File: src/sv/mpb_pkg.sv
`default_nettype none
package mpb_pkg;

  localparam int OP_W    = 2;
  localparam int CHAN_W  = 3;
  localparam int NOTE_W  = 7;
  localparam int DUTY_W  = 4;
  localparam int SMP_W   = 8;
  localparam int PER_W   = 16;
  localparam int CFG_IDX_W = 1;
  localparam int NOTES   = 128;

  localparam logic [OP_W-1:0] OP_TICK = 2'd0;
  localparam logic [OP_W-1:0] OP_NOTE = 2'd1;
  localparam logic [OP_W-1:0] OP_DUTY = 2'd2;

  localparam logic [CFG_IDX_W-1:0] REG_SILENCE = 1'b0;
  localparam logic [CFG_IDX_W-1:0] REG_VOLUME  = 1'b1;

  localparam logic [SMP_W-1:0]  SILENCE_RST = 8'd127;
  localparam logic [SMP_W-1:0]  VOLUME_RST  = 8'd8;
  localparam logic [DUTY_W-1:0] DUTY_RST    = 4'd1;

  // Controller to datapath
  typedef struct packed {
    logic capture;
    logic note_wr;
    logic duty_wr;
    logic tick_step;
    logic emit;
  } mpb_cmd_t;

  // Datapath to controller
  typedef struct packed {
    logic [OP_W-1:0] op;
    logic            chan_ok;
    logic            last;
    logic            out_free;
  } mpb_stat_t;

  // Step ratio numerator and denominator, step = note % 16
  function automatic int unsigned ratio_num(input int unsigned st);
    case (st)
      0: ratio_num = 0;
      1, 2, 3, 6, 8: ratio_num = 1;
      4, 5, 7, 10: ratio_num = 2;
      9: ratio_num = 3;
      11: ratio_num = 5;
      12: ratio_num = 6;
      13: ratio_num = 4;
      14: ratio_num = 7;
      default: ratio_num = 14;
    endcase
  endfunction

  function automatic int unsigned ratio_den(input int unsigned st);
    case (st)
      0: ratio_den = 1;
      1, 15: ratio_den = 15;
      2, 4, 12, 14: ratio_den = 8;
      3, 7, 9, 13: ratio_den = 5;
      5, 11: ratio_den = 7;
      6, 10: ratio_den = 3;
      default: ratio_den = 2;
    endcase
  endfunction

endpackage
`default_nettype wire

File: src/sv/mpb_in_if.sv
`default_nettype none
interface mpb_in_if;
  logic                          valid;
  logic                          ready;
  logic [mpb_pkg::OP_W-1:0]      operation;
  logic [mpb_pkg::CHAN_W-1:0]    channel;
  logic [mpb_pkg::NOTE_W-1:0]    note;
  logic [mpb_pkg::DUTY_W-1:0]    duty_code;

  modport source (output valid, operation, channel, note, duty_code, input ready);
  modport sink (input valid, operation, channel, note, duty_code, output ready);
endinterface
`default_nettype wire

File: src/sv/mpb_out_if.sv
`default_nettype none
interface mpb_out_if;
  logic                       valid;
  logic                       ready;
  logic [mpb_pkg::SMP_W-1:0]  sample;

  modport source (output valid, sample, input ready);
  modport sink (input valid, sample, output ready);
endinterface
`default_nettype wire

File: src/sv/mpb_cfg_if.sv
`default_nettype none
interface mpb_cfg_if;
  logic                           valid;
  logic                           ready;
  logic [mpb_pkg::CFG_IDX_W-1:0]  index;
  logic [mpb_pkg::SMP_W-1:0]      data;

  modport source (output valid, index, data, input ready);
  modport sink (input valid, index, data, output ready);
endinterface
`default_nettype wire

File: src/sv/multichannel_pulse_beeper.sv
// Multichannel one-bit beeper.
// in_ch carries words {operation, channel, note, duty_code}. Operation
// tick (0) runs every active channel's square-wave counters one sample
// step and gives one word on out_ch with the 8-bit sample; set-note (1)
// looks the note up in the period table and reloads the channel counters
// when the period changed; set-duty (2) stores the duty shift. Code 3,
// and set words for a channel at or above CHANNELS, are dropped silently.
// cfg_ch writes silence_level (index 0) and volume_step (index 1); it is
// always ready and is meant to be written while no word is in flight.
// Sweep: a tick word walks the channels one per cycle through a single
// counter unit, and a new word is taken only once the tick or set word
// is done. After the sweep the sample is loaded into an output register;
// a stalled out_ch holds it and the next words are still accepted, the
// following tick waiting at its end until the register is free.
// Reset (rst_n low, synchronous) silences all channels, sets duty 1,
// clears the counters, sets the shared bit high and restores the
// configuration defaults 127 and 8.
`default_nettype none
module multichannel_pulse_beeper #(
  parameter int SAMPLE_RATE_HZ = 44100,
  parameter int CHANNELS       = 8
) (
  input  wire logic clk,
  input  wire logic rst_n,
  mpb_in_if.sink    in_ch,
  mpb_out_if.source out_ch,
  mpb_cfg_if.sink   cfg_ch
);

  mpb_pkg::mpb_cmd_t  cmd;
  mpb_pkg::mpb_stat_t st;
  logic               in_ready;

  assign in_ch.ready = in_ready;

  mpb_ctrl u_ctrl (
    .clk      (clk),
    .rst_n    (rst_n),
    .in_valid (in_ch.valid),
    .in_ready (in_ready),
    .cmd      (cmd),
    .st       (st)
  );

  mpb_dpath #(
    .SAMPLE_RATE_HZ (SAMPLE_RATE_HZ),
    .CHANNELS       (CHANNELS)
  ) u_dpath (
    .clk          (clk),
    .rst_n        (rst_n),
    .in_operation (in_ch.operation),
    .in_channel   (in_ch.channel),
    .in_note      (in_ch.note),
    .in_duty_code (in_ch.duty_code),
    .out_ch       (out_ch),
    .cfg_ch       (cfg_ch),
    .cmd          (cmd),
    .st           (st)
  );

endmodule
`default_nettype wire

File: src/sv/mpb_ctrl.sv
`default_nettype none
module mpb_ctrl (
  input  wire logic               clk,
  input  wire logic               rst_n,
  input  wire logic               in_valid,
  output logic                    in_ready,
  output mpb_pkg::mpb_cmd_t       cmd,
  input  wire mpb_pkg::mpb_stat_t st
);

  localparam logic [1:0] S_IDLE = 2'd0;
  localparam logic [1:0] S_SET  = 2'd1;
  localparam logic [1:0] S_TICK = 2'd2;
  localparam logic [1:0] S_EMIT = 2'd3;

  logic [1:0] state_r, state_nxt;
  logic       note_r, note_nxt;
  logic       in_fire;

  assign in_ready = (state_r == S_IDLE);
  assign in_fire  = in_valid && in_ready;

  always_comb begin
    state_nxt = state_r;
    note_nxt  = note_r;
    cmd       = '0;
    case (state_r)
      S_IDLE: begin
        if (in_fire) begin
          cmd.capture = 1'b1;
          note_nxt    = (st.op == mpb_pkg::OP_NOTE);
          if (st.op == mpb_pkg::OP_TICK) begin
            state_nxt = S_TICK;
          end else if (st.chan_ok &&
                       (st.op == mpb_pkg::OP_NOTE || st.op == mpb_pkg::OP_DUTY)) begin
            state_nxt = S_SET;
          end
        end
      end
      S_SET: begin
        cmd.note_wr = note_r;
        cmd.duty_wr = !note_r;
        state_nxt   = S_IDLE;
      end
      S_TICK: begin
        cmd.tick_step = 1'b1;
        if (st.last) begin
          state_nxt = S_EMIT;
        end
      end
      S_EMIT: begin
        // hold until the output register can take the word
        if (st.out_free) begin
          cmd.emit  = 1'b1;
          state_nxt = S_IDLE;
        end
      end
      default: state_nxt = S_IDLE;
    endcase
  end

  always_ff @(posedge clk) begin
    if (!rst_n) begin
      state_r <= S_IDLE;
      note_r  <= 1'b0;
    end else begin
      state_r <= state_nxt;
      note_r  <= note_nxt;
    end
  end

  a_tick_start: assert property (@(posedge clk) disable iff (!rst_n)
    in_fire && st.op == mpb_pkg::OP_TICK |=> state_r == S_TICK)
    else $error("tick word did not start channel sweep");

  a_sweep_ends: assert property (@(posedge clk) disable iff (!rst_n)
    state_r == S_TICK && st.last |=> state_r == S_EMIT)
    else $error("channel sweep did not end in emit");

  a_set_one_cycle: assert property (@(posedge clk) disable iff (!rst_n)
    state_r == S_SET |=> state_r == S_IDLE)
    else $error("set write took more than one cycle");

endmodule
`default_nettype wire

File: src/sv/mpb_dpath.sv
`default_nettype none
module mpb_dpath #(
  parameter int SAMPLE_RATE_HZ = 44100,
  parameter int CHANNELS       = 8
) (
  input  wire logic                        clk,
  input  wire logic                        rst_n,
  input  wire logic [mpb_pkg::OP_W-1:0]    in_operation,
  input  wire logic [mpb_pkg::CHAN_W-1:0]  in_channel,
  input  wire logic [mpb_pkg::NOTE_W-1:0]  in_note,
  input  wire logic [mpb_pkg::DUTY_W-1:0]  in_duty_code,
  mpb_out_if.source                        out_ch,
  mpb_cfg_if.sink                          cfg_ch,
  input  wire mpb_pkg::mpb_cmd_t           cmd,
  output mpb_pkg::mpb_stat_t               st
);

  localparam int CH_W = (CHANNELS > 1) ? $clog2(CHANNELS) : 1;
  localparam int PER_W = mpb_pkg::PER_W;
  localparam int DUTY_W = mpb_pkg::DUTY_W;

  // Period table, worked out at elaboration
  logic [PER_W-1:0] rom [mpb_pkg::NOTES];

  for (genvar g = 0; g < mpb_pkg::NOTES; g++) begin : g_rom
    localparam longint unsigned RP  = longint'(mpb_pkg::ratio_num(g % 16));
    localparam longint unsigned RQ  = longint'(mpb_pkg::ratio_den(g % 16));
    localparam longint unsigned NUM = longint'(SAMPLE_RATE_HZ) * RQ * 64'd10;
    localparam longint unsigned DEN = (64'd44 * (RP + RQ)) << ((g / 16) % 8);
    localparam longint unsigned PER = NUM / DEN;
    assign rom[g] = PER[PER_W-1:0];
  end

  logic [PER_W-1:0]  period_r [CHANNELS];
  logic [DUTY_W-1:0] duty_r   [CHANNELS];
  logic [PER_W-1:0]  on_r     [CHANNELS];
  logic [PER_W-1:0]  off_r    [CHANNELS];
  logic              phase_r  [CHANNELS];
  logic              level_r, level_nxt;
  logic [CH_W-1:0]   ptr_r;
  logic [CH_W-1:0]   chan_r;
  logic [mpb_pkg::NOTE_W-1:0] note_r;
  logic [DUTY_W-1:0] dcode_r;
  logic [7:0]        silence_r;
  logic [7:0]        volume_r;
  logic              out_valid_r;
  logic [7:0]        sample_r;

  logic [CH_W-1:0]   idx;
  logic [PER_W-1:0]  per_c, on_c, off_c, np;
  logic [DUTY_W-1:0] duty_c;
  logic              ph_c, active;
  logic [PER_W-1:0]  on_nxt, off_nxt;
  logic              ph_nxt, toggle;
  logic [PER_W-1:0]  rl_off_tick, rl_off_note, rl_on_note;

  function automatic logic [PER_W-1:0] reload_off(input logic [PER_W-1:0] per,
                                                  input logic [DUTY_W-1:0] dc);
    if (per == '0 || dc == '0) begin
      reload_off = '0;
    end else begin
      reload_off = per >> dc;
    end
  endfunction

  assign st.op       = in_operation;
  assign st.chan_ok  = int'(in_channel) < CHANNELS;
  assign st.last     = (ptr_r == CH_W'(CHANNELS - 1));
  assign st.out_free = !out_valid_r || out_ch.ready;

  assign out_ch.valid  = out_valid_r;
  assign out_ch.sample = sample_r;
  assign cfg_ch.ready  = 1'b1;

  assign idx    = cmd.tick_step ? ptr_r : chan_r;
  assign per_c  = period_r[idx];
  assign duty_c = duty_r[idx];
  assign on_c   = on_r[idx];
  assign off_c  = off_r[idx];
  assign ph_c   = phase_r[idx];
  assign np     = rom[note_r];
  assign active = (per_c != '0) && (duty_c != '0);

  assign rl_off_tick = reload_off(per_c, duty_c);
  assign rl_off_note = reload_off(np, duty_c);
  // a muted or silent channel reloads both counters to zero
  assign rl_on_note  = (np == '0 || duty_c == '0) ? '0 : np - rl_off_note;

  // One channel of the tick sweep
  always_comb begin
    on_nxt  = on_c;
    off_nxt = off_c;
    ph_nxt  = ph_c;
    toggle  = 1'b0;
    if (active) begin
      if (!ph_c) begin
        if (on_c == '0) begin
          ph_nxt = 1'b1;
          toggle = 1'b1;
        end
        on_nxt = on_c - PER_W'(1);
      end else if (off_c == '0) begin
        ph_nxt  = 1'b0;
        toggle  = 1'b1;
        off_nxt = rl_off_tick;
        on_nxt  = per_c - rl_off_tick;
      end else begin
        off_nxt = off_c - PER_W'(1);
      end
    end
  end

  assign level_nxt = (cmd.tick_step && toggle) ? !level_r : level_r;

  always_ff @(posedge clk) begin
    if (!rst_n) begin
      for (int i = 0; i < CHANNELS; i++) begin
        period_r[i] <= '0;
        duty_r[i]   <= mpb_pkg::DUTY_RST;
        on_r[i]     <= '0;
        off_r[i]    <= '0;
        phase_r[i]  <= 1'b0;
      end
      level_r     <= 1'b1;
      ptr_r       <= '0;
      silence_r   <= mpb_pkg::SILENCE_RST;
      volume_r    <= mpb_pkg::VOLUME_RST;
      out_valid_r <= 1'b0;
    end else begin
      level_r <= level_nxt;
      if (cmd.tick_step) begin
        on_r[idx]    <= on_nxt;
        off_r[idx]   <= off_nxt;
        phase_r[idx] <= ph_nxt;
        ptr_r        <= st.last ? '0 : ptr_r + CH_W'(1);
      end
      if (cmd.note_wr && per_c != np) begin
        period_r[idx] <= np;
        off_r[idx]    <= rl_off_note;
        on_r[idx]     <= rl_on_note;
      end
      if (cmd.duty_wr) begin
        duty_r[idx] <= dcode_r;
      end
      if (cfg_ch.valid) begin
        case (cfg_ch.index)
          mpb_pkg::REG_SILENCE: silence_r <= cfg_ch.data;
          mpb_pkg::REG_VOLUME:  volume_r  <= cfg_ch.data;
          default: ;
        endcase
      end
      if (cmd.emit) begin
        out_valid_r <= 1'b1;
      end else if (out_ch.ready) begin
        out_valid_r <= 1'b0;
      end
    end
  end

  always_ff @(posedge clk) begin
    if (cmd.capture) begin
      chan_r  <= CH_W'(in_channel);
      note_r  <= in_note;
      dcode_r <= in_duty_code;
    end
    if (cmd.emit) begin
      sample_r <= level_r ? (silence_r - volume_r) : silence_r;
    end
  end

  a_emit_free: assert property (@(posedge clk) disable iff (!rst_n)
    cmd.emit |-> (!out_valid_r || out_ch.ready))
    else $error("sample overwritten before it was taken");

  a_ptr_home: assert property (@(posedge clk) disable iff (!rst_n)
    cmd.capture |-> ptr_r == '0)
    else $error("channel pointer not at zero at word capture");

  a_level_quiet: assert property (@(posedge clk) disable iff (!rst_n)
    !cmd.tick_step |=> level_r == $past(level_r))
    else $error("output level changed outside the sweep");

endmodule
`default_nettype wire

File: src/flat_wrapper.sv
// flat-port wrapper written by rule: the top's interface ports become plain ports
module multichannel_pulse_beeper_flat 
#(
  parameter int SAMPLE_RATE_HZ = 44100,
  parameter int CHANNELS       = 8
)
  (clk, rst_n, in_ch_valid, in_ch_operation, in_ch_channel, in_ch_note, in_ch_duty_code, in_ch_ready, out_ch_valid, out_ch_sample, out_ch_ready, cfg_ch_valid, cfg_ch_index, cfg_ch_data, cfg_ch_ready);
  mpb_in_if in_ch_i ();
  mpb_out_if out_ch_i ();
  mpb_cfg_if cfg_ch_i ();
  input  wire logic clk;
  input  wire logic rst_n;
  input wire logic [$bits(in_ch_i.valid)-1:0] in_ch_valid;
  input wire logic [$bits(in_ch_i.operation)-1:0] in_ch_operation;
  input wire logic [$bits(in_ch_i.channel)-1:0] in_ch_channel;
  input wire logic [$bits(in_ch_i.note)-1:0] in_ch_note;
  input wire logic [$bits(in_ch_i.duty_code)-1:0] in_ch_duty_code;
  output wire logic [$bits(in_ch_i.ready)-1:0] in_ch_ready;
  output wire logic [$bits(out_ch_i.valid)-1:0] out_ch_valid;
  output wire logic [$bits(out_ch_i.sample)-1:0] out_ch_sample;
  input wire logic [$bits(out_ch_i.ready)-1:0] out_ch_ready;
  input wire logic [$bits(cfg_ch_i.valid)-1:0] cfg_ch_valid;
  input wire logic [$bits(cfg_ch_i.index)-1:0] cfg_ch_index;
  input wire logic [$bits(cfg_ch_i.data)-1:0] cfg_ch_data;
  output wire logic [$bits(cfg_ch_i.ready)-1:0] cfg_ch_ready;
  assign in_ch_i.valid = in_ch_valid;
  assign in_ch_i.operation = in_ch_operation;
  assign in_ch_i.channel = in_ch_channel;
  assign in_ch_i.note = in_ch_note;
  assign in_ch_i.duty_code = in_ch_duty_code;
  assign in_ch_ready = in_ch_i.ready;
  assign out_ch_valid = out_ch_i.valid;
  assign out_ch_sample = out_ch_i.sample;
  assign out_ch_i.ready = out_ch_ready;
  assign cfg_ch_i.valid = cfg_ch_valid;
  assign cfg_ch_i.index = cfg_ch_index;
  assign cfg_ch_i.data = cfg_ch_data;
  assign cfg_ch_ready = cfg_ch_i.ready;
  multichannel_pulse_beeper #(.SAMPLE_RATE_HZ(SAMPLE_RATE_HZ), .CHANNELS(CHANNELS)) u_core (.clk(clk), .rst_n(rst_n), .in_ch(in_ch_i), .out_ch(out_ch_i), .cfg_ch(cfg_ch_i));
endmodule
File: config.mk
export PLATFORM = sky130hd
export DESIGN_NAME = multichannel_pulse_beeper_flat
export DESIGN_NICKNAME = d
export VERILOG_FILES = /design/src/sv/mpb_pkg.sv /design/src/sv/mpb_in_if.sv /design/src/sv/mpb_out_if.sv /design/src/sv/mpb_cfg_if.sv /design/src/sv/multichannel_pulse_beeper.sv /design/src/sv/mpb_ctrl.sv /design/src/sv/mpb_dpath.sv /design/src/flat_wrapper.sv
export SDC_FILE = /design/constraint.sdc
export NUM_CORES = 1
export LEC_CHECK = 0
export BUFFER_PORTS_ARGS = -buffer_cell sky130_fd_sc_hd__buf_2
export CELL_PAD_IN_SITES_DETAIL_PLACEMENT = 1
export CELL_PAD_IN_SITES_GLOBAL_PLACEMENT = 1
export CORE_ASPECT_RATIO = 1.75
export CORE_UTILIZATION = 40
export DETAILED_ROUTE_END_ITERATION = 12
export PLACE_DENSITY = 0.73
export RECOVER_POWER = 100
export SETUP_SLACK_MARGIN = 0.3
export SLEW_MARGIN = 20
export SYNTH_ARGS = -nofsm -noshare
export SYNTH_HDL_FRONTEND = slang
export SYNTH_HIERARCHICAL = 1
export SYNTH_SLANG_ARGS = --single-unit
File: constraint.sdc
create_clock -name clk -period 8.95 [get_ports clk]
set_input_delay 0.4475 -clock clk [delete_from_list [all_inputs] [get_ports clk]]
set_output_delay 0.4475 -clock clk [all_outputs]
set_load 0.1 [all_outputs]
==> flow_summary.yaml, run 1 <==
synth:
  synth-simple-area-share_pct: 19.1
  synth_edf_count: 422
  synth-compound-area-share_pct: 14.6
  syn-instance-count: 2525
  synth_xor_area_share_pct: 1.34
  ys_types: 110
  ys_ff_latch: 454
  ys_seq_area_share_pct: 50.9
  yosys_warnings: 6
  async_reset_ff_share_pct: 0
  muxShareOfSynthArea_pct: 6.83
  synthAdderAreaFrac_pct: 2.67
  syn_area_per_cell_um2: 10.4
  syn_area_um2: 26200
  synth_top_family_by_area: "simple AND/OR/NAND/NOR gates"
  ys.flop_type: "edfxtp_1"
global_routing:
  grt_antenna_before_repair: 0
  grt_util_all_layers_pct: 30.8
  grt_pass1_wl_um: 149000
  grt_max_degree: 68
  grt_pass1_vias: 22633
  gr-total-overflow: 0
routing:
  vias: 21476
  drc: 0
  avgViaCountPerCell: 6.38
  drtIter0Drc: 1488
  drt-wirelength-per-cell_um: 30.6
  drtAntennaViolNets: 0
  wl_um: 103000
  firstDrtPassIters: 5
setup_path:
  worstSetupStartpoint: "u_core/u_ctrl/state_r[1]$_SDFFE_PN0P_"
  path_buf_inv: 2
  critical_path.top_delay_family: "compound AO/OA/AOI/OAI gates"
  crit_type: "reg -> reg"
  rr_endpoint: "u_core/u_dpath/on_r[4][11]$_SDFFCE_PN0P_"
  critPathRequiredTime_ns: 9.26
  crit_path_top_delay_cell: "mux2i_4"
  r2r-start: "u_core/u_ctrl/state_r[1]$_SDFFE_PN0P_"
  critPathMostFrequentCell: "o21ai_0"
  worstRegToRegCells: 23
  worstSetupStartpointType: "flop"
  arrival_ns: 8.81
  slowest_delay_ns: 0.83
  path_max_fanout: 40
  path_cells: "and2b_4 > mux2i_4 > nor2_1 > clkbuf_1 > a21oi_1 > o21ai_0 > a22oi_1 > mux2i_1 > mux2i_1 > o22ai_1 > o21ai_0 > ha_1 > o21a_1 > o31ai_1 > a21oi_1 > o41ai_1 > clkbuf_1 > o21ai_0 > xor2_1 > a22oi_1 > o22ai_1 > o21ai_1 > nor2_1"
  reg2reg_slack_ns: 0.45
  setup.worst_path.end_class: "flop"
run_status:
  status: "finished, violations left"
  violations: "capacitance limit, slew limit"
floorplanning:
  ioPinCount: 41
  fp.coreArea_um2: 64500
  fp.dieH_um: 340
  num_rows: 123
  start_util_pct: 40.6
  die-area_um2: 66500
  die_width_um: 195
flow_run:
  maxCapViolCount: 7
timing:
  slew_violations: 134
  hold_viol_final: 0
  relSlewSlack_pct: -114
  final.setup.tns_ns: 0
  rsz0062_at_grt: "no"
  fmax_mhz: 118
  setup_viol: 0
  fin_ws_ns: 0.451
  min_period_over_period_pct: 95.0
  worst_slew_pin_slew_ns: 3.21
  skew_ns: 0.0258
  min_period_ns: 8.50
clocking:
  path_clk_slew_ns: 0.07
  insertion_delay_ns: 0.60
  postCtsSetupBuffers: 0
  cts_hold_buf: 0
  clockBufferDepth: 3
  cts.repair.resized: 0
  cts.sinks: 454
  cts_made_buffers: 43
  ctsRootBufferMaster: "clkbuf_16"
  cts_tree: "built"
  htreeDepth: 2
placement:
  io_buffers: 39
  dp_hpwl_um: 72200
  pre_cts_slack_ns: 0.831
  finalWeightedCongestion: 0.995
min_path:
  hold_path_class: "in -> reg"
  whs_path_depth: 1
  min_from: "in_ch_note[3]"
  min_to: "u_core/u_dpath/note_r[3]$_DFFE_PP_"
layout:
  final_layout_size_suffix_gt1_share_pct: 11.3
  area_growth_pct: 8.59
  final_nets: 2607
  fill_cells: 7020
  antenna_cells: 0
pwr:
  vdd_ir_drop_max_mv: 0.188
  leakage_nw: 10.3
  pwr_density_cell_nw_per_um2: 209
-- metrics by stage --
stage | hold WS [ns] | cell area [µm²] | power (mW) | cells | utilization [%]
6_report | 0.0305 | 28400 | 5.95 | 3366 | 44.1
5_1_grt | 0.0261 | 28400 | 6.12 | 3366 | 44.1
4_1_cts | 0.0197 | 28600 | 5.96 | 3365 | 44.3
3_5_place_dp | 0.467 | 27200 | 4.15 | 3289 | 42.2
3_3_place_gp | 0.459 | 27200 | 4.12 | 3289 | 42.2
2_1_floorplan | 0.441 | 26200 | 3.55 | 2528 | -
-- sequential cells by signal (all words and copies together) (netlist names), 3 cells and up --
signal	flops
u_core/u_dpath/volume_r	8
u_core/u_dpath/period_r	112
u_core/u_dpath/duty_r	32
u_core/u_dpath/out_ch.sample	8
u_core/u_dpath/silence_r	8
u_core/u_dpath/chan_r	3
u_core/u_dpath/dcode_r	4
u_core/u_dpath/note_r	7
u_core/u_dpath/ptr_r	3
u_core/u_dpath/phase_r	8
u_core/u_dpath/on_r	128
u_core/u_dpath/off_r	128
-- how the worst max path moves through the flow --
stage / end / cells after the start / slack, ns
6_report: u_core/u_dpath/on_r[4][11]$_SDFFCE_PN0P_ / 23 / 0.45
5_1_grt: u_core/u_dpath/on_r[0][15]$_SDFFCE_PN0P_ / 25 / 0.22
4_1_cts: u_core/u_dpath/on_r[7][13]$_SDFFCE_PN0P_ / 25 / 0.77
3_5_place_dp: u_core/u_dpath/on_r[7][13]$_SDFFCE_PN0P_ / 23 / 0.83
3_3_place_gp: u_core/u_dpath/on_r[2][13]$_SDFFCE_PN0P_ / 23 / 0.98
2_1_floorplan: u_core/u_dpath/off_r[1][0]$_SDFFCE_PN0P_ / 16 / 3.00
-- Yosys cell counts, types with 51 or more instances --
master | instances | area (µm²)
nor2b_1 | 83 | 519
clkbuf_1 | 71 | 267
ha_1 | 51 | 638
inv_1 | 61 | 229
nand2_1 | 260 | 976
nand3_1 | 77 | 385
o21ai_0 | 92 | 460
nor2_1 | 417 | 1570
mux2i_1 | 83 | 831
edfxtp_1 | 422 | 12700
buf_2 | 54 | 270
a21oi_1 | 116 | 581
-- kinds of logic after synthesis --
group	after synthesis
AOI/OAI and AO/OA	535
buffers and inverters	237
adders and majority gates	54
other	1
DFF	454
xor gates and xnor gates	40
muxes	138
and+or+nand+nor	1066
-- power breakdown --
part	internal, mW	switching (mW)	leakage [nW]
combinational	0.539	1.14	5.09
sequential	2.40	0.0420	4.57
clock	0.991	0.839	0.658
total	3.93	2.02	10.3
-- cells in the final DEF (no fill, tap or decap), drive strengths merged, types with 30 or more instances in the layout --
master    n
nor2    421
a21oi   126
nor3     40
ha       51
inv      65
nor2b    83
buf      97
mux2i    83
a221oi   30
nand2   262
clkbuf   78
dfxtp    32
edfxtp  422
o22ai    36
nand3    78
o21ai   100
and3     36
-- cell type report --
| class | count | area (µm²) | share of cell area [%] |
|---|---|---|---|
| inverter | 63 | 236 | 0.832 |
| sequential | 454 | 13300 | 46.8 |
| timing repair buffer | 124 | 779 | 2.74 |
| clock inverter | 25 | 251 | 0.885 |
| tap | 812 | 1020 | 3.58 |
| multi-input combinational | 1837 | 11700 | 41.2 |
| clock buffer | 51 | 1120 | 3.93 |
-- routing by layer --
| layer | up-vias | wire, µm | track usage, % |
|---|---|---|---|
| li1 | 9276 | - | - |
| met1 | 10916 | 34700 | 31.0 |
| met2 | 900 | 53000 | 56.1 |
| met3 | 384 | 5340 | 4.00 |
| met4 | 0 | 9850 | 25.8 |
| met5 | - | 0 | 0 |
Power figures use the tool's default switching activity.
==> inputs of run 2 (changes only) <==
--- a/config.mk
+++ b/config.mk
@@ -11,7 +11,7 @@
 export CORE_ASPECT_RATIO = 1.75
 export CORE_UTILIZATION = 40
 export DETAILED_ROUTE_END_ITERATION = 12
-export PLACE_DENSITY = 0.73
+export PLACE_DENSITY = 0.76
 export RECOVER_POWER = 100
 export SETUP_SLACK_MARGIN = 0.3
 export SLEW_MARGIN = 20
==> constraint.sdc (replaced) <==
create_clock -name clk -period 6.9 [get_ports clk]
set_input_delay 0.345 -clock clk [delete_from_list [all_inputs] [get_ports clk]]
set_output_delay 0.345 -clock clk [all_outputs]
set_load 0.1 [all_outputs]
==> run 2 against run 1 <==
The flow still finishes with violations (capacitance limit, slew limit); die area stayed put; combinational power is 39% higher; global-route usage is 0.26 points lower.
==> flow_summary.yaml, run 2 (synthesis gave the netlist of run 1 again) <==
run_status:
  status: "finished, violations left"
  violations: "capacitance limit, slew limit"
setup_path:
  critPathMostFrequentCell: "a21oi_1"
  path_max_fanout: 14
  path_cells: "mux2_4 > buf_6 > mux4_2 > a21oi_1 > buf_4 > nand4_1 > nor4_4 > clkbuf_1 > a21o_1 > nor2_1 > ha_1 > fa_1 > nor2b_1 > o2111ai_1 > nand3_1 > a31o_2 > a21oi_1 > o21bai_1 > a21oi_1 > o21bai_1 > a211oi_1 > or3_1 > a32o_1 > nor2b_1"
  rr_endpoint: "u_core/u_dpath/on_r[6][14]$_SDFFCE_PN0P_"
  setup.worst_path.end_class: "flop"
  reg2reg_slack_ns: 0.36
  slowest_delay_ns: 0.66
  critical_path.top_delay_family: "compound AO/OA/AOI/OAI gates"
  path_buf_inv: 3
  critPathRequiredTime_ns: 7.18
  r2r-start: "u_core/u_dpath/chan_r[1]$_DFFE_PP_"
  arrival_ns: 6.82
  worstRegToRegCells: 24
  crit_path_top_delay_cell: "edfxtp_1"
  worstSetupStartpointType: "flop"
  crit_type: "reg -> reg"
pwr:
  p_total_mw: 7.74
  leakage_nw: 11.0
  vdd_ir_drop_max_mv: 0.227
  pwr_density_cell_nw_per_um2: 262
routing:
  wl_um: 103000
  drt-wirelength-per-cell_um: 29.5
  firstDrtPassIters: 7
  drtAntennaViolNets: 0
  drc: 0
  avgViaCountPerCell: 6.27
  vias: 21913
  drtIter0Drc: 1763
clocking:
  cts_made_buffers: 42
  ctsRootBufferMaster: "clkbuf_16"
  cts_tree: "built"
  path_clk_slew_ns: 0.07
  cts.sinks: 454
  htreeDepth: 2
  insertion_delay_ns: 0.57
  clockBufferDepth: 3
layout:
  layout_commonest_cell: "edfxtp_1"
  top_regs: "u_core/u_dpath/off_r (128), u_core/u_dpath/on_r (128), u_core/u_dpath/period_r (112)"
  antenna_cells: 0
  fill_cells: 7057
  final_area_um2: 29600
  final_cell_mix: "422 x edfxtp_1, 415 x nor2_1, 259 x nand2_1"
  area_growth_pct: 13.1
  final_util_pct: 45.9
  final_layout_size_suffix_gt1_share_pct: 15.8
  final_nets: 2733
flow_run:
  maxCapViolCount: 2
min_path:
  hold_path_class: "in -> reg"
  min_from: "cfg_ch_data[3]"
  whs_path_depth: 3
  min_to: "u_core/u_dpath/silence_r[3]$_SDFFE_PN1P_"
floorplanning:
  fp.coreArea_um2: 64500
  num_rows: 123
  die-area_um2: 66500
  start_util_pct: 40.6
  ioPinCount: 41
  fp.dieH_um: 340
  die_width_um: 195
global_routing:
  gr-total-overflow: 0
  grt_busiest_layer: "met2"
  grt_pass1_wl_um: 149000
  grt_util_all_layers_pct: 30.5
  grt_antenna_before_repair: 0
  grt_pass1_vias: 22996
  use_met2_pct: 55.2
  met1_usage_pct: 31.3
  grtUsageMet3_pct: 3.86
  grt_max_degree: 68
placement:
  dp_hpwl_um: 73200
  io_buffers: 39
  finalWeightedCongestion: 0.997
  place_area_um2: 27800
timing:
  final.setup.tns_ns: 0
  rsz0062_at_grt: "yes"
  whs_ns: 0.0392
  min_period_over_period_pct: 94.8
  hold_viol_final: 0
  fmax_mhz: 153
  worst_slew_pin_slew_ns: 2.77
  min_period_ns: 6.54
  relSlewSlack_pct: -84.6
  skew_ns: 0.0264
  slew_violations: 102
  setup_viol: 0
==> run 2: changes by cell type in the layout (fill, tap and decap cells not counted), sizes merged <==
cell and change:
clkbuf +12, bufinv -3, dlygate4sd3 +17, clkinv +4, mux2 +1, inv -2, clkinvlp -3, and2b +1
buf +101
==> run 2: worst register-to-register path: stages (launching register included) <==
cell,delay [ns]
edfxtp_1,0.66
mux2_4,0.37
buf_6,0.24
mux4_2,0.54
a21oi_1,0.25
buf_4,0.24
nand4_1,0.23
nor4_4,0.43
clkbuf_1,0.22
a21o_1,0.16
nor2_1,0.05
ha_1,0.25
fa_1,0.47
nor2b_1,0.21
o2111ai_1,0.18
nand3_1,0.15
a31o_2,0.17
a21oi_1,0.09
o21bai_1,0.15
a21oi_1,0.11
o21bai_1,0.14
a211oi_1,0.09
or3_1,0.39
a32o_1,0.31
nor2b_1,0.17
==> run 2: worst max-delay path by stage <==
stage	from	endpoint	slack (ns)	cells past startpoint
floorplan	u_core/u_dpath/note_r[0]$_DFFE_PP_	u_core/u_dpath/off_r[1][0]$_SDFFCE_PN0P_	0.95	16
global placement	u_core/u_ctrl/state_r[0]$_SDFFE_PN0P_	u_core/u_dpath/on_r[7][13]$_SDFFCE_PN0P_	0.18	27
detailed placement	u_core/u_ctrl/state_r[0]$_SDFFE_PN0P_	u_core/u_dpath/on_r[7][13]$_SDFFCE_PN0P_	0.13	27
CTS	u_core/u_ctrl/state_r[0]$_SDFFE_PN0P_	u_core/u_dpath/on_r[7][13]$_SDFFCE_PN0P_	0.31	28
global route	u_core/u_dpath/note_r[1]$_DFFE_PP_	u_core/u_dpath/on_r[6][11]$_SDFFCE_PN0P_	0.16	25
finish	u_core/u_dpath/chan_r[1]$_DFFE_PP_	u_core/u_dpath/on_r[6][14]$_SDFFCE_PN0P_	0.36	24
==> run 2: where the power goes <==
group / total [mW] / switching [mW] / internal, mW
logic: 2.34 / 1.52 / 0.821
clock network: 2.24 / 1.05 / 1.20
registers: 3.16 / 0.0547 / 3.11
total: 7.74 / 2.62 / 5.13
==> run 2: metrics by stage <==
step | instances | worst slack (ns)
floorplan | 2528 | 0.946
global placement | 3365 | 0.179
detailed placement | 3365 | 0.134
CTS | 3465 | 0.308
global route | 3494 | 0.163
finish | 3494 | 0.357
==> run 2: layout make-up <==
class	instances	area, µm²	share of cell area (%)
Clock inverter	21	129	0.435
Inverter	63	236	0.799
Multi-Input combinational cell	1839	11900	40.1
Clock buffer	56	1160	3.93
Sequential cell	454	13300	45.0
Timing Repair Buffer	249	1870	6.31
Tap cell	812	1020	3.43
==> run 2: metal layers <==
| layer | share of wire [%] | vias to the layer above | wire length, µm |
|---|---|---|---|
| met5 | 0 | - | 0 |
| met4 | 9.7 | 0 | 10000 |
| met2 | 51 | 969 | 52700 |
| met3 | 5.8 | 363 | 6030 |
| li1 | - | 9514 | - |
| met1 | 33 | 11067 | 34300 |
==> run 2: what timing repair did <==
action                                  in CTS  in global routing
endpoints found under the setup margin      31                 80
cloned                                       0                  2
pin swaps                                    0                  9
gates resized for setup                      7                 56
buffers inserted                             6                 26
hold buffers                                17                  0
endpoints found under the hold margin       17                  0
==> inputs of run 3 (changes only) <==
--- a/config.mk
+++ b/config.mk
@@ -10,8 +10,9 @@
 export CELL_PAD_IN_SITES_GLOBAL_PLACEMENT = 1
 export CORE_ASPECT_RATIO = 1.75
 export CORE_UTILIZATION = 40
+export CTS_CLUSTER_DIAMETER = 100
 export DETAILED_ROUTE_END_ITERATION = 12
-export PLACE_DENSITY = 0.76
+export PLACE_DENSITY = 0.66
 export RECOVER_POWER = 100
 export SETUP_SLACK_MARGIN = 0.3
 export SLEW_MARGIN = 20
@@ -19,3 +20,4 @@
 export SYNTH_HDL_FRONTEND = slang
 export SYNTH_HIERARCHICAL = 1
 export SYNTH_SLANG_ARGS = --single-unit
+export TNS_END_PERCENT = 100
==> run 3 against run 2 <==
The flow still finishes with violations (capacitance limit, slew limit); combinational power about the same; clock power up 20%; core utilization grew 0.27 points; global-route usage rose by 0.46 points; critical endpoint is now u_core/u_dpath/period_r[7][5]$_SDFFCE_PN0P_; fmax fell by 0.52%; largest cell class unchanged; register-to-register slack got worse by 0.03 ns; routed wire length hardly changed; via count is 1.7% lower; first-iteration DRC count down 11%; die area is the same.
==> flow_summary.yaml, run 3 (synthesis gave the netlist of run 1 again) <==
setup_path:
  slowest_delay_ns: 0.81
  arrival_ns: 6.56
  setup.worst_path.end_class: "flop"
  worstRegToRegCells: 14
  r2r-start: "u_core/u_ctrl/state_r[0]$_SDFFE_PN0P_"
  worstSetupStartpointType: "flop"
  crit_type: "reg -> reg"
  crit_path_top_delay_cell: "nand2_1"
  reg2reg_slack_ns: 0.32
  path_cells: "and2b_4 > mux2_4 > buf_4 > mux4_2 > a21oi_1 > buf_4 > xnor2_1 > nor3_1 > nand4_1 > or4_1 > and2_4 > nand2_1 > clkbuf_1 > nand2_1"
  path_max_fanout: 33
  critPathRequiredTime_ns: 6.88
  worstSetupStartpoint: "u_core/u_ctrl/state_r[0]$_SDFFE_PN0P_"
timing:
  slew_violations: 189
  fmax_mhz: 152
  hold_viol_final: 0
  fin_ws_ns: 0.323
  relSlewSlack_pct: -120
  min_period_over_period_pct: 95.3
  worst_slew_pin_slew_ns: 3.30
  final.setup.tns_ns: 0
  skew_ns: 0.0292
  setup_viol: 0
  min_period_ns: 6.58
  rsz0062_at_grt: "no"
layout:
  final_area_um2: 29800
  layout_commonest_cell: "edfxtp_1"
  fill_cells: 7016
  antenna_cells: 0
  area_growth_pct: 13.8
  final_layout_size_suffix_gt1_share_pct: 15.5
  top_regs: "u_core/u_dpath/off_r (128), u_core/u_dpath/on_r (128), u_core/u_dpath/period_r (112)"
  final_cell_mix: "422 x edfxtp_1, 413 x nor2_1, 257 x nand2_1"
  final_cells: 3491
  final_nets: 2729
pwr:
  pwr_density_cell_nw_per_um2: 274
  p_total_mw: 8.16
  leakage_nw: 11.0
  vdd_ir_drop_max_mv: 0.331
run_status:
  violations: "capacitance limit, slew limit"
  status: "finished, violations left"
min_path:
  whs_path_depth: 3
  hold_path_class: "in -> reg"
  min_from: "out_ch_ready"
placement:
  dp_hpwl_um: 74400
  place_inst: 3363
  pre_cts_slack_ns: 0.118
  finalWeightedCongestion: 0.973
  io_buffers: 39
  place_area_um2: 27800
global_routing:
  use_met2_pct: 57.1
  grt_max_degree: 68
  met1_usage_pct: 31.9
  grt_busiest_layer: "met2"
  grtUsageMet3_pct: 3.29
  grt_pass1_vias: 22698
  grt_util_all_layers_pct: 31.0
  gr-total-overflow: 0
  grt_antenna_before_repair: 0
  grt_pass1_wl_um: 150000
floorplanning:
  num_rows: 123
  die_width_um: 195
  fp.dieH_um: 340
  fp.coreArea_um2: 64500
  start_util_pct: 40.6
  ioPinCount: 41
  die-area_um2: 66500
clocking:
  clockBufferDepth: 3
  htreeDepth: 2
  ctsRootBufferMaster: "clkbuf_16"
  insertion_delay_ns: 0.61
  cts.sinks: 454
  cts_tree: "built"
  path_clk_slew_ns: 0.06
  cts_made_buffers: 44
flow_run:
  maxCapViolCount: 5
routing:
  drtAntennaViolNets: 0
  wl_um: 103000
  avgViaCountPerCell: 6.17
  vias: 21550
  firstDrtPassIters: 5
  drtIter0Drc: 1569
  drc: 0
  drt-wirelength-per-cell_um: 29.5
==> run 3: worst max-delay path: cells and delay by family (launching register included) <==
| kind | cells | cell delay (ns) |
|---|---|---|
| AND/OR/NAND/NOR | 7 | 2.98 |
| buffers and inverters | 3 | 1.28 |
| multiplexers | 2 | 0.87 |
| AO/OA/AOI/OAI | 1 | 0.35 |
| flip-flops | 1 | 0.31 |
| XOR/XNOR | 1 | 0.09 |
==> run 3: path summary, 6_finish.rpt <==
check	to
worst max register to register	u_core/u_dpath/period_r[7][5]$_SDFFCE_PN0P_
worst max-delay path	u_core/u_dpath/period_r[7][5]$_SDFFCE_PN0P_
worst min-delay path	u_core/u_dpath/out_ch.valid$_SDFFE_PN0P_
worst min register to register	u_core/u_dpath/volume_r[3]$_SDFFE_PN1P_
==> run 3: routing by layer <==
metal,vias to the layer above,routed length [µm]
met2,764,54000
met4,0,9190
met5,-,0
li1,9525,-
met3,347,4260
met1,10914,35600
==> run 3: what timing repair did <==
| action | 4_1_cts | 5_1_grt |
|---|---|---|
| endpoints found under the setup margin | 36 | 72 |
| hold buffers | 22 | 0 |
| cloned | 0 | 1 |
| pin swaps | 0 | 5 |
| hold endpoints to repair | 28 | 0 |
| buffers inserted | 0 | 25 |
| resized for setup | 6 | 42 |
==> run 3: cell type report <==
class,instances,area (µm²),share of cell area [%]
Sequential cell,454,13300,44.7
Multi-Input combinational cell,1838,11900,39.9
Inverter,63,236,0.794
Tap cell,812,1020,3.41
Clock buffer,53,1160,3.88
Clock inverter,27,417,1.40
Timing Repair Buffer,244,1740,5.85
==> run 3: power breakdown <==
part / internal (mW) / total, mW / switching (mW)
Sequential: 3.11 / 3.16 / 0.0495
Clock: 1.55 / 2.68 / 1.13
Combinational: 0.816 / 2.32 / 1.51
Total: 5.47 / 8.16 / 2.69
==> run 3: per-stage QoR <==
| step | hold WS, ns | utilization, % |
|---|---|---|
| after CTS | 0.0850 | 46.0 |
| after global routing | 0.134 | 46.2 |
| after detailed placement | 0.468 | 43.2 |
| after global placement | 0.458 | 43.2 |
| final | 0.101 | 46.2 |
| after floorplan | 0.441 | - |
